File: src/rtl/yrgb_pkg.sv
// Shared types, constants and the fixed-point clamp for the YUYV to RGB converter.
`timescale 1ns / 1ps
package yrgb_pkg;

  localparam int Q_SHIFT = 12;
  localparam int SUM_W   = 23;  // exact signed sum for every channel

  localparam logic signed [SUM_W-1:0] K_RV = 23'sd5743;
  localparam logic signed [SUM_W-1:0] K_GU = 23'sd1409;
  localparam logic signed [SUM_W-1:0] K_GV = 23'sd2925;
  localparam logic signed [SUM_W-1:0] K_BU = 23'sd7258;

  typedef logic signed [SUM_W-1:0] sum_t;

  // Chroma contributions shared by both pixels of a macropixel.
  typedef struct packed {
    sum_t r_v;
    sum_t g_u;
    sum_t g_v;
    sum_t b_u;
  } chroma_terms_t;

  typedef struct packed {
    logic [7:0] red;
    logic [7:0] green;
    logic [7:0] blue;
  } rgb_t;

  // Floor the Q12 sum and clamp it to 0..255.
  function automatic logic [7:0] fix_to_byte(input sum_t s);
    logic [7:0] res;
    if (s[SUM_W-1]) begin
      res = 8'd0;
    end else if (|s[SUM_W-2:Q_SHIFT+8]) begin
      res = 8'd255;
    end else begin
      res = s[Q_SHIFT+7:Q_SHIFT];
    end
    return res;
  endfunction

endpackage

File: src/rtl/yrgb_chroma.sv
// Shared chroma stage: offset removal and registered coefficient products.
`timescale 1ns / 1ps
module yrgb_chroma (
  input  logic                  clk,
  input  logic                  load,
  input  logic [7:0]            chroma_blue,
  input  logic [7:0]            chroma_red,
  output yrgb_pkg::chroma_terms_t terms
);
  import yrgb_pkg::*;

  logic signed [7:0] du;
  logic signed [7:0] dv;
  sum_t              du_ext;
  sum_t              dv_ext;
  chroma_terms_t     terms_r;
  chroma_terms_t     terms_nxt;

  // Byte minus 128 is the byte with its top bit flipped, read as signed.
  assign du     = {~chroma_blue[7], chroma_blue[6:0]};
  assign dv     = {~chroma_red[7], chroma_red[6:0]};
  assign du_ext = {{(SUM_W-8){du[7]}}, du};
  assign dv_ext = {{(SUM_W-8){dv[7]}}, dv};

  always_comb begin
    terms_nxt.r_v = K_RV * dv_ext;
    terms_nxt.g_u = K_GU * du_ext;
    terms_nxt.g_v = K_GV * dv_ext;
    terms_nxt.b_u = K_BU * du_ext;
  end

  always_ff @(posedge clk) begin
    if (load) begin
      terms_r <= terms_nxt;
    end
  end

  assign terms = terms_r;

endmodule

File: src/rtl/yrgb_lane.sv
// One pixel lane: adds luma to the shared chroma terms, floors and clamps.
`timescale 1ns / 1ps
module yrgb_lane (
  input  logic [7:0]              luma,
  input  yrgb_pkg::chroma_terms_t terms,
  output yrgb_pkg::rgb_t          pixel
);
  import yrgb_pkg::*;

  sum_t base;
  sum_t sum_r;
  sum_t sum_g;
  sum_t sum_b;

  assign base  = {{(SUM_W-8-Q_SHIFT){1'b0}}, luma, {Q_SHIFT{1'b0}}};
  assign sum_r = base + terms.r_v;
  assign sum_g = base - terms.g_u - terms.g_v;
  assign sum_b = base + terms.b_u;

  assign pixel.red   = fix_to_byte(sum_r);
  assign pixel.green = fix_to_byte(sum_g);
  assign pixel.blue  = fix_to_byte(sum_b);

endmodule

File: src/rtl/yuyv_to_rgb_converter.sv
// Top level: YUYV macropixel in, two full-range BT.601 RGB pixels out.
//
//   channel | ports                                   | width
//   --------+-----------------------------------------+-------------
//   in      | in_valid, in_ready, in_luma_even,        | 4 x 8 bits
//           | in_chroma_blue, in_luma_odd, in_chroma_red|
//   out     | out_valid, out_ready, out_{red,green,    | 6 x 8 bits
//           | blue}_{even,odd}                         |
//
// One beat per cycle sustained while out_ready is high; each beat passes through
// a chroma product register, then two pixel lanes merged into the output register.
// Reset clears only the two stage valid bits; payload registers are not reset.
// A stalled output holds both stages; in_ready follows out_ready when both are full.
`timescale 1ns / 1ps
module yuyv_to_rgb_converter (
  input  logic       clk,
  input  logic       rst_n,
  input  logic       in_valid,
  output logic       in_ready,
  input  logic [7:0] in_luma_even,
  input  logic [7:0] in_chroma_blue,
  input  logic [7:0] in_luma_odd,
  input  logic [7:0] in_chroma_red,
  output logic       out_valid,
  input  logic       out_ready,
  output logic [7:0] out_red_even,
  output logic [7:0] out_green_even,
  output logic [7:0] out_blue_even,
  output logic [7:0] out_red_odd,
  output logic [7:0] out_green_odd,
  output logic [7:0] out_blue_odd
);
  import yrgb_pkg::*;

  logic          s1_v_r;
  logic          s1_v_nxt;
  logic          out_v_r;
  logic          out_v_nxt;
  logic          s1_adv;
  logic          s2_adv;
  logic          s1_load;
  logic          s2_load;
  logic [7:0]    y_even_r;
  logic [7:0]    y_odd_r;
  chroma_terms_t terms;
  rgb_t          lane_even;
  rgb_t          lane_odd;
  rgb_t          pix_even_r;
  rgb_t          pix_odd_r;

  assign s2_adv   = !out_v_r || out_ready;
  assign s1_adv   = !s1_v_r || s2_adv;
  assign in_ready = s1_adv;
  assign s1_load  = s1_adv && in_valid;
  assign s2_load  = s2_adv && s1_v_r;

  always_comb begin
    s1_v_nxt  = s1_adv ? in_valid : s1_v_r;
    out_v_nxt = s2_adv ? s1_v_r : out_v_r;
  end

  always_ff @(posedge clk) begin
    if (!rst_n) begin
      s1_v_r  <= 1'b0;
      out_v_r <= 1'b0;
    end else begin
      s1_v_r  <= s1_v_nxt;
      out_v_r <= out_v_nxt;
    end
  end

  always_ff @(posedge clk) begin
    if (s1_load) begin
      y_even_r <= in_luma_even;
      y_odd_r  <= in_luma_odd;
    end
  end

  yrgb_chroma u_chroma (
    .clk         (clk),
    .load        (s1_load),
    .chroma_blue (in_chroma_blue),
    .chroma_red  (in_chroma_red),
    .terms       (terms)
  );

  yrgb_lane u_lane_even (
    .luma  (y_even_r),
    .terms (terms),
    .pixel (lane_even)
  );

  yrgb_lane u_lane_odd (
    .luma  (y_odd_r),
    .terms (terms),
    .pixel (lane_odd)
  );

  // Merge both lanes into the output register.
  always_ff @(posedge clk) begin
    if (s2_load) begin
      pix_even_r <= lane_even;
      pix_odd_r  <= lane_odd;
    end
  end

  assign out_valid      = out_v_r;
  assign out_red_even   = pix_even_r.red;
  assign out_green_even = pix_even_r.green;
  assign out_blue_even  = pix_even_r.blue;
  assign out_red_odd    = pix_odd_r.red;
  assign out_green_odd  = pix_odd_r.green;
  assign out_blue_odd   = pix_odd_r.blue;

  a_in_fills_s1 : assert property (@(posedge clk) disable iff (!rst_n)
    (in_valid && in_ready) |=> s1_v_r)
    else $error("accepted beat did not reach the chroma stage");

  a_s1_moves_out : assert property (@(posedge clk) disable iff (!rst_n)
    (s1_v_r && s2_adv) |=> out_valid)
    else $error("chroma stage beat lost before output");

  a_reset_clears : assert property (@(posedge clk)
    !rst_n |=> (!out_valid && !s1_v_r))
    else $error("stage valid bits not cleared by reset");

  a_empty_out_ready : assert property (@(posedge clk) disable iff (!rst_n)
    !out_valid |-> in_ready)
    else $error("input stalled while output stage empty");

endmodule
File: config.mk
export PLATFORM = sky130hd
export DESIGN_NAME = yuyv_to_rgb_converter
export DESIGN_NICKNAME = d
export VERILOG_FILES = /design/src/rtl/yrgb_pkg.sv /design/src/rtl/yrgb_chroma.sv /design/src/rtl/yrgb_lane.sv /design/src/rtl/yuyv_to_rgb_converter.sv
export SDC_FILE = /design/constraint.sdc
export NUM_CORES = 1
export LEC_CHECK = 0
export BUFFER_PORTS_ARGS = -buffer_cell sky130_fd_sc_hd__buf_2
export CELL_PAD_IN_SITES_DETAIL_PLACEMENT = 1
export CELL_PAD_IN_SITES_GLOBAL_PLACEMENT = 1
export CORE_MARGIN = 2
export CORE_UTILIZATION = 46
export DETAILED_ROUTE_END_ITERATION = 10
export HOLD_SLACK_MARGIN = 0.12
export PLACE_DENSITY = 0.79
export SKIP_LAST_GASP = 1
export SYNTH_ARGS = -nofsm -noshare
export SYNTH_HDL_FRONTEND = slang
export SYNTH_HIERARCHICAL = 1
export SYNTH_SLANG_ARGS = --single-unit
File: constraint.sdc
create_clock -name clk -period 5.9 [get_ports clk]
set_input_delay 0.885 -clock clk [delete_from_list [all_inputs] [get_ports clk]]
set_output_delay 0.885 -clock clk [all_outputs]
set_load 0.01 [all_outputs]
Word level (Yosys, flattened, before mapping)

Cells that the tools add are included.
Widths: inputs -> output; s select.

Register bits: 157
Input port bits: 36
Output and inout port bits: 50
Word-level logic and storage cells: 46

Add/subtract/negate cells: 8
Multiply operators: 4
Mux-type cells: 6
Bitwise gates (word level): 2
Reductions and logical operators: 12

Operators by type and width:

| operator              | count |
|---|---|
| $add 21x23->23        | 4 |
| $mux 8                | 6 |
| $sub 21x23->23        | 2 |
| $sub 23x23->23        | 2 |
| $mul 13x8->21 const A | 2 |
| $mul 14x8->22 const A | 1 |
| $mul 12x8->20 const A | 1 |
| $reduce_or 2->1       | 6 |
| $logic_and 1x1->1     | 2 |
| $logic_not 1->1       | 2 |
| $logic_or 1x1->1      | 2 |
| $not 1->1             | 2 |

Depth between registers and ports, before layout

Word-level depth: 4
Depth in mapped cells: 16
Depth with buffers taken out: 16

Modules after synthesis

The synthesis kept the hierarchy.

By module, submodules not included:

| module                  | times used | cells an instance | area an instance (um2) | seq. area each (um2) |
|---|---|---|---|---|
| yrgb_chroma             | 1          | 795               | 8,588.2                | 2,432.3 |
| yrgb_lane (u_lane_even) | 1          | 298               | 2,278.4                | 0.0 |
| yrgb_lane (u_lane_odd)  | 1          | 283               | 2,187.1                | 0.0 |
| yuyv_to_rgb_converter   | 1          | 73                | 2,025.7                | 1,961.9 |

Least setup slack after synthesis

No wires, ideal clock.

Path kind: input-to-reg
Start: input port out_ready
End: register u_chroma.terms_r, in the netlist u_chroma/terms[10], enable pin
Setup time: 0.585 ns
Arrival time: 5.630 ns
Data required time: 5.315 ns
Slack: -0.315 ns
Stages on the path: 2
Buffers on the path: 0
Path through: nor2b_4 -> a21oi_1

Cells in the longest elaborated chain, start to end: 3

RTL lines:

| element              | RTL line                    | RTL |
|---|---|---|
| from (decl)          | yuyv_to_rgb_converter.sv:25 | `input logic out_ready,` |
| $logic_or 1x1->1     | yuyv_to_rgb_converter.sv:51 | `assign s2_adv = !out_v_r \|\| out_ready;` |
| $logic_or 1x1->1     | yuyv_to_rgb_converter.sv:52 | `assign s1_adv = !s1_v_r \|\| s2_adv;` |
| $logic_and 1x1->1    | yuyv_to_rgb_converter.sv:54 | `assign s1_load = s1_adv && in_valid;` |
| named net s1_load    | yuyv_to_rgb_converter.sv:41 | `logic s1_load;` |
| to (signal assigned) | yrgb_chroma.sv:34           | `terms_r <= terms_nxt;` |
| to (decl)            | yrgb_chroma.sv:16           | `chroma_terms_t terms_r;` |

The timed path passes the listed nets, and every way through them passes these cells.
A chain may end at the register's enable or synchronous reset.

==> reports/results.txt <==
Status - finished, final reports clean
Final Hold Vio Count - 0
Headroom to the max-slew limit - 32.0%
Final instance area - 15700 um2
Overall die height - 180 um
Syn_nets - 1802
Synth Warn # - 6
Global Route Usage Sum - 23.4%
Reg-to-reg slack, setup - 2.35 ns
Combinational share of power - 66.1%
CTS sink count - 127
Setup TNS Final - 0 ns
IR Drop Worst-Case VDD - 0.258 mV
First-pass GRT wire length - 60100 um
CP top delay family - adder cells
End of the worst hold path - s1_v_r
Diode count - 0
Fillcell total - 3455
Fmax - 198 MHz
Rows - 64
Clk root buf - clkbuf_16
DRC - 0
Total buffers and inverters traversed by the critical path - 5
Routability cong. - 0.855
Most common cell after layout, fill and taps aside - inv_1
Sw frac - 46.3%
Final setup vio count - 0
R2R depth - 10
Die Wd - 180 um
Synthesized area - 14300 um2
Clock Latency Late Sink - 0.42 ns
Post-synthesis cell count - 1403
Initial drt markers - 501
Total power - 7.54 mW
Tcrit/Tclk final - 85.4%
DR vias - 10341
Critical R2R Launch - u_chroma/terms[52]
Starting Density - 46.8%
Slew Limit Fails - 0
P_int - 4.05 mW
DP HPWL - 30400 um
Maxcap violations - 0
Critical Path Max Stage Delay - 0.55 ns
Initial antenna violation count - 0
CP cell instances - buf_2 -> inv_1 -> fa_1 -> inv_1 -> fa_1 -> inv_1 -> fa_1 -> fa_1 -> inv_1 -> ha_1 -> a21o_1 -> a21oi_1 -> a21boi_1 -> o21ai_0 -> o21a_1 -> xnor2_1
Crit path kind - in2reg
Share of layout cells above drive strength 1 - 9.89%
Io pins - 86
Cts hold-fix bufs - 0
Post-DP Area - 15200 um2
Vias per cell - 5.43
Leak - 7.78 nW
CTS tree - done
Syn_area_per_cell - 10.2 um2
Max clock buf depth - 2
Crit path required time - 6.06 ns
Clock power share - 13.2%
Tmin final - 5.04 ns
Crit path max-delay cell type - fa_1
Most frequent cells in the layout - 318 x inv_1, 261 x ha_1, 125 x edfxtp_1
Fin Clk Skew - 0.0119 ns
Die Area - 32500 um2
Reg power frac - 20.7%
CP Max Fanout - 7
WL per Instance - 19.4 um
Core Area - 30600 um2
Clk slew on worst S/H paths - 0.06 ns
Net Sw Power - 3.49 mW
CTS Buf Count - 17
Vias in the first global route - 11439
Post-CTS sizing - 0
H-tree depth - 4
Post-CTS Setup Bufs - 0
Routed Antenna Nets - 0
Hold Crit Class - reg2reg
Setup crit end kind - flip-flop
Largest net degree at the start of global routing - 72
Pwr Density - 480 nW/um2
Crit path arrival time - 5.20 ns
R2r endpoint - out_green_odd[3]
Synthesis-to-layout area growth - 9.91%
RSZ-0062 raised after global routing - no
Worst Hold Path Cells - 2
Critical path startpoint category - input port
PortBufs - 85
Grt total ovfl - 0
Worst Tran Pin Value - 1.02 ns
DR pass1 iterations - 4
Drt total wl - 37000 um
Nets - 1894
Hold path start - out_valid
## metrics by stage
step | std cells | setup slack, ns | hold slack, ns | util [%]
after floorplan | 1403 | 0.688 | 0.529 | -
after detailed placement | 1872 | 0.520 | 0.518 | 49.6
after CTS | 1903 | 0.897 | 0.524 | 51.4
after global routing | 1903 | 0.685 | 0.550 | 51.4
final | 1903 | 0.862 | 0.518 | 51.4
after global placement | 1872 | 0.674 | 0.512 | 49.6
## power groups by stage
stage               Combinational (mW)  Sequential (mW)  Clock, mW
finish                            4.98             1.56      0.995
global route                      5.59             1.58       1.05
CTS                               4.97             1.57       1.01
detailed placement                4.87             1.58          0
global placement                  4.63             1.58          0
floorplan                         3.70             1.52          0
## state kept, by name, indices dropped and copies added, names as in the netlist
signal / flops
u_chroma/terms: 61
out_blue_even: 8
out_blue_odd: 8
out_green_even: 8
out_green_odd: 8
out_red_even: 8
out_red_odd: 8
y_even_r: 8
y_odd_r: 8
out_valid: 1
s1_v_r: 1
## tightest hold or removal path: cells and delay by family, from the launching register on
family	cells	cell delay, ns
AOI/OAI and AO/OA	1	0.05
DFF	1	0.34
and+or+nand+nor	1	0.08
## routing by layer
layer	up-vias	track usage, %	share of wire (%)
li1	4953	-	-
met1	5154	29.4	44
met2	187	41.3	50
met3	47	3.48	3.2
met4	0	7.35	2.8
met5	-	0	0
## area by class of cell
| cell class | count | area [um2] | area share [%] |
|---|---|---|---|
| Multi-Input combinational cell | 943 | 9240 | 58.8 |
| Sequential cell | 127 | 3790 | 24.1 |
| Inverter | 318 | 1190 | 7.59 |
| Tap cell | 396 | 495 | 3.15 |
| Timing Repair Buffer | 88 | 448 | 2.85 |
| Clock buffer | 17 | 425 | 2.71 |
| Clock inverter | 14 | 120 | 0.764 |
## worst max path at each step
stage	startpoint	to	slack, ns	cells past startpoint
after CTS	in_chroma_red[6]	u_chroma/terms[42]	0.90	16
final	in_chroma_red[6]	u_chroma/terms[42]	0.86	16
after global placement	in_chroma_red[6]	u_chroma/terms[42]	0.67	16
after detailed placement	in_chroma_red[6]	u_chroma/terms[42]	0.52	16
after floorplan	out_ready	u_chroma/terms[12]	0.69	2
after global routing	in_chroma_red[6]	u_chroma/terms[42]	0.68	16
No activity file was read; power rests on OpenSTA's default activity.
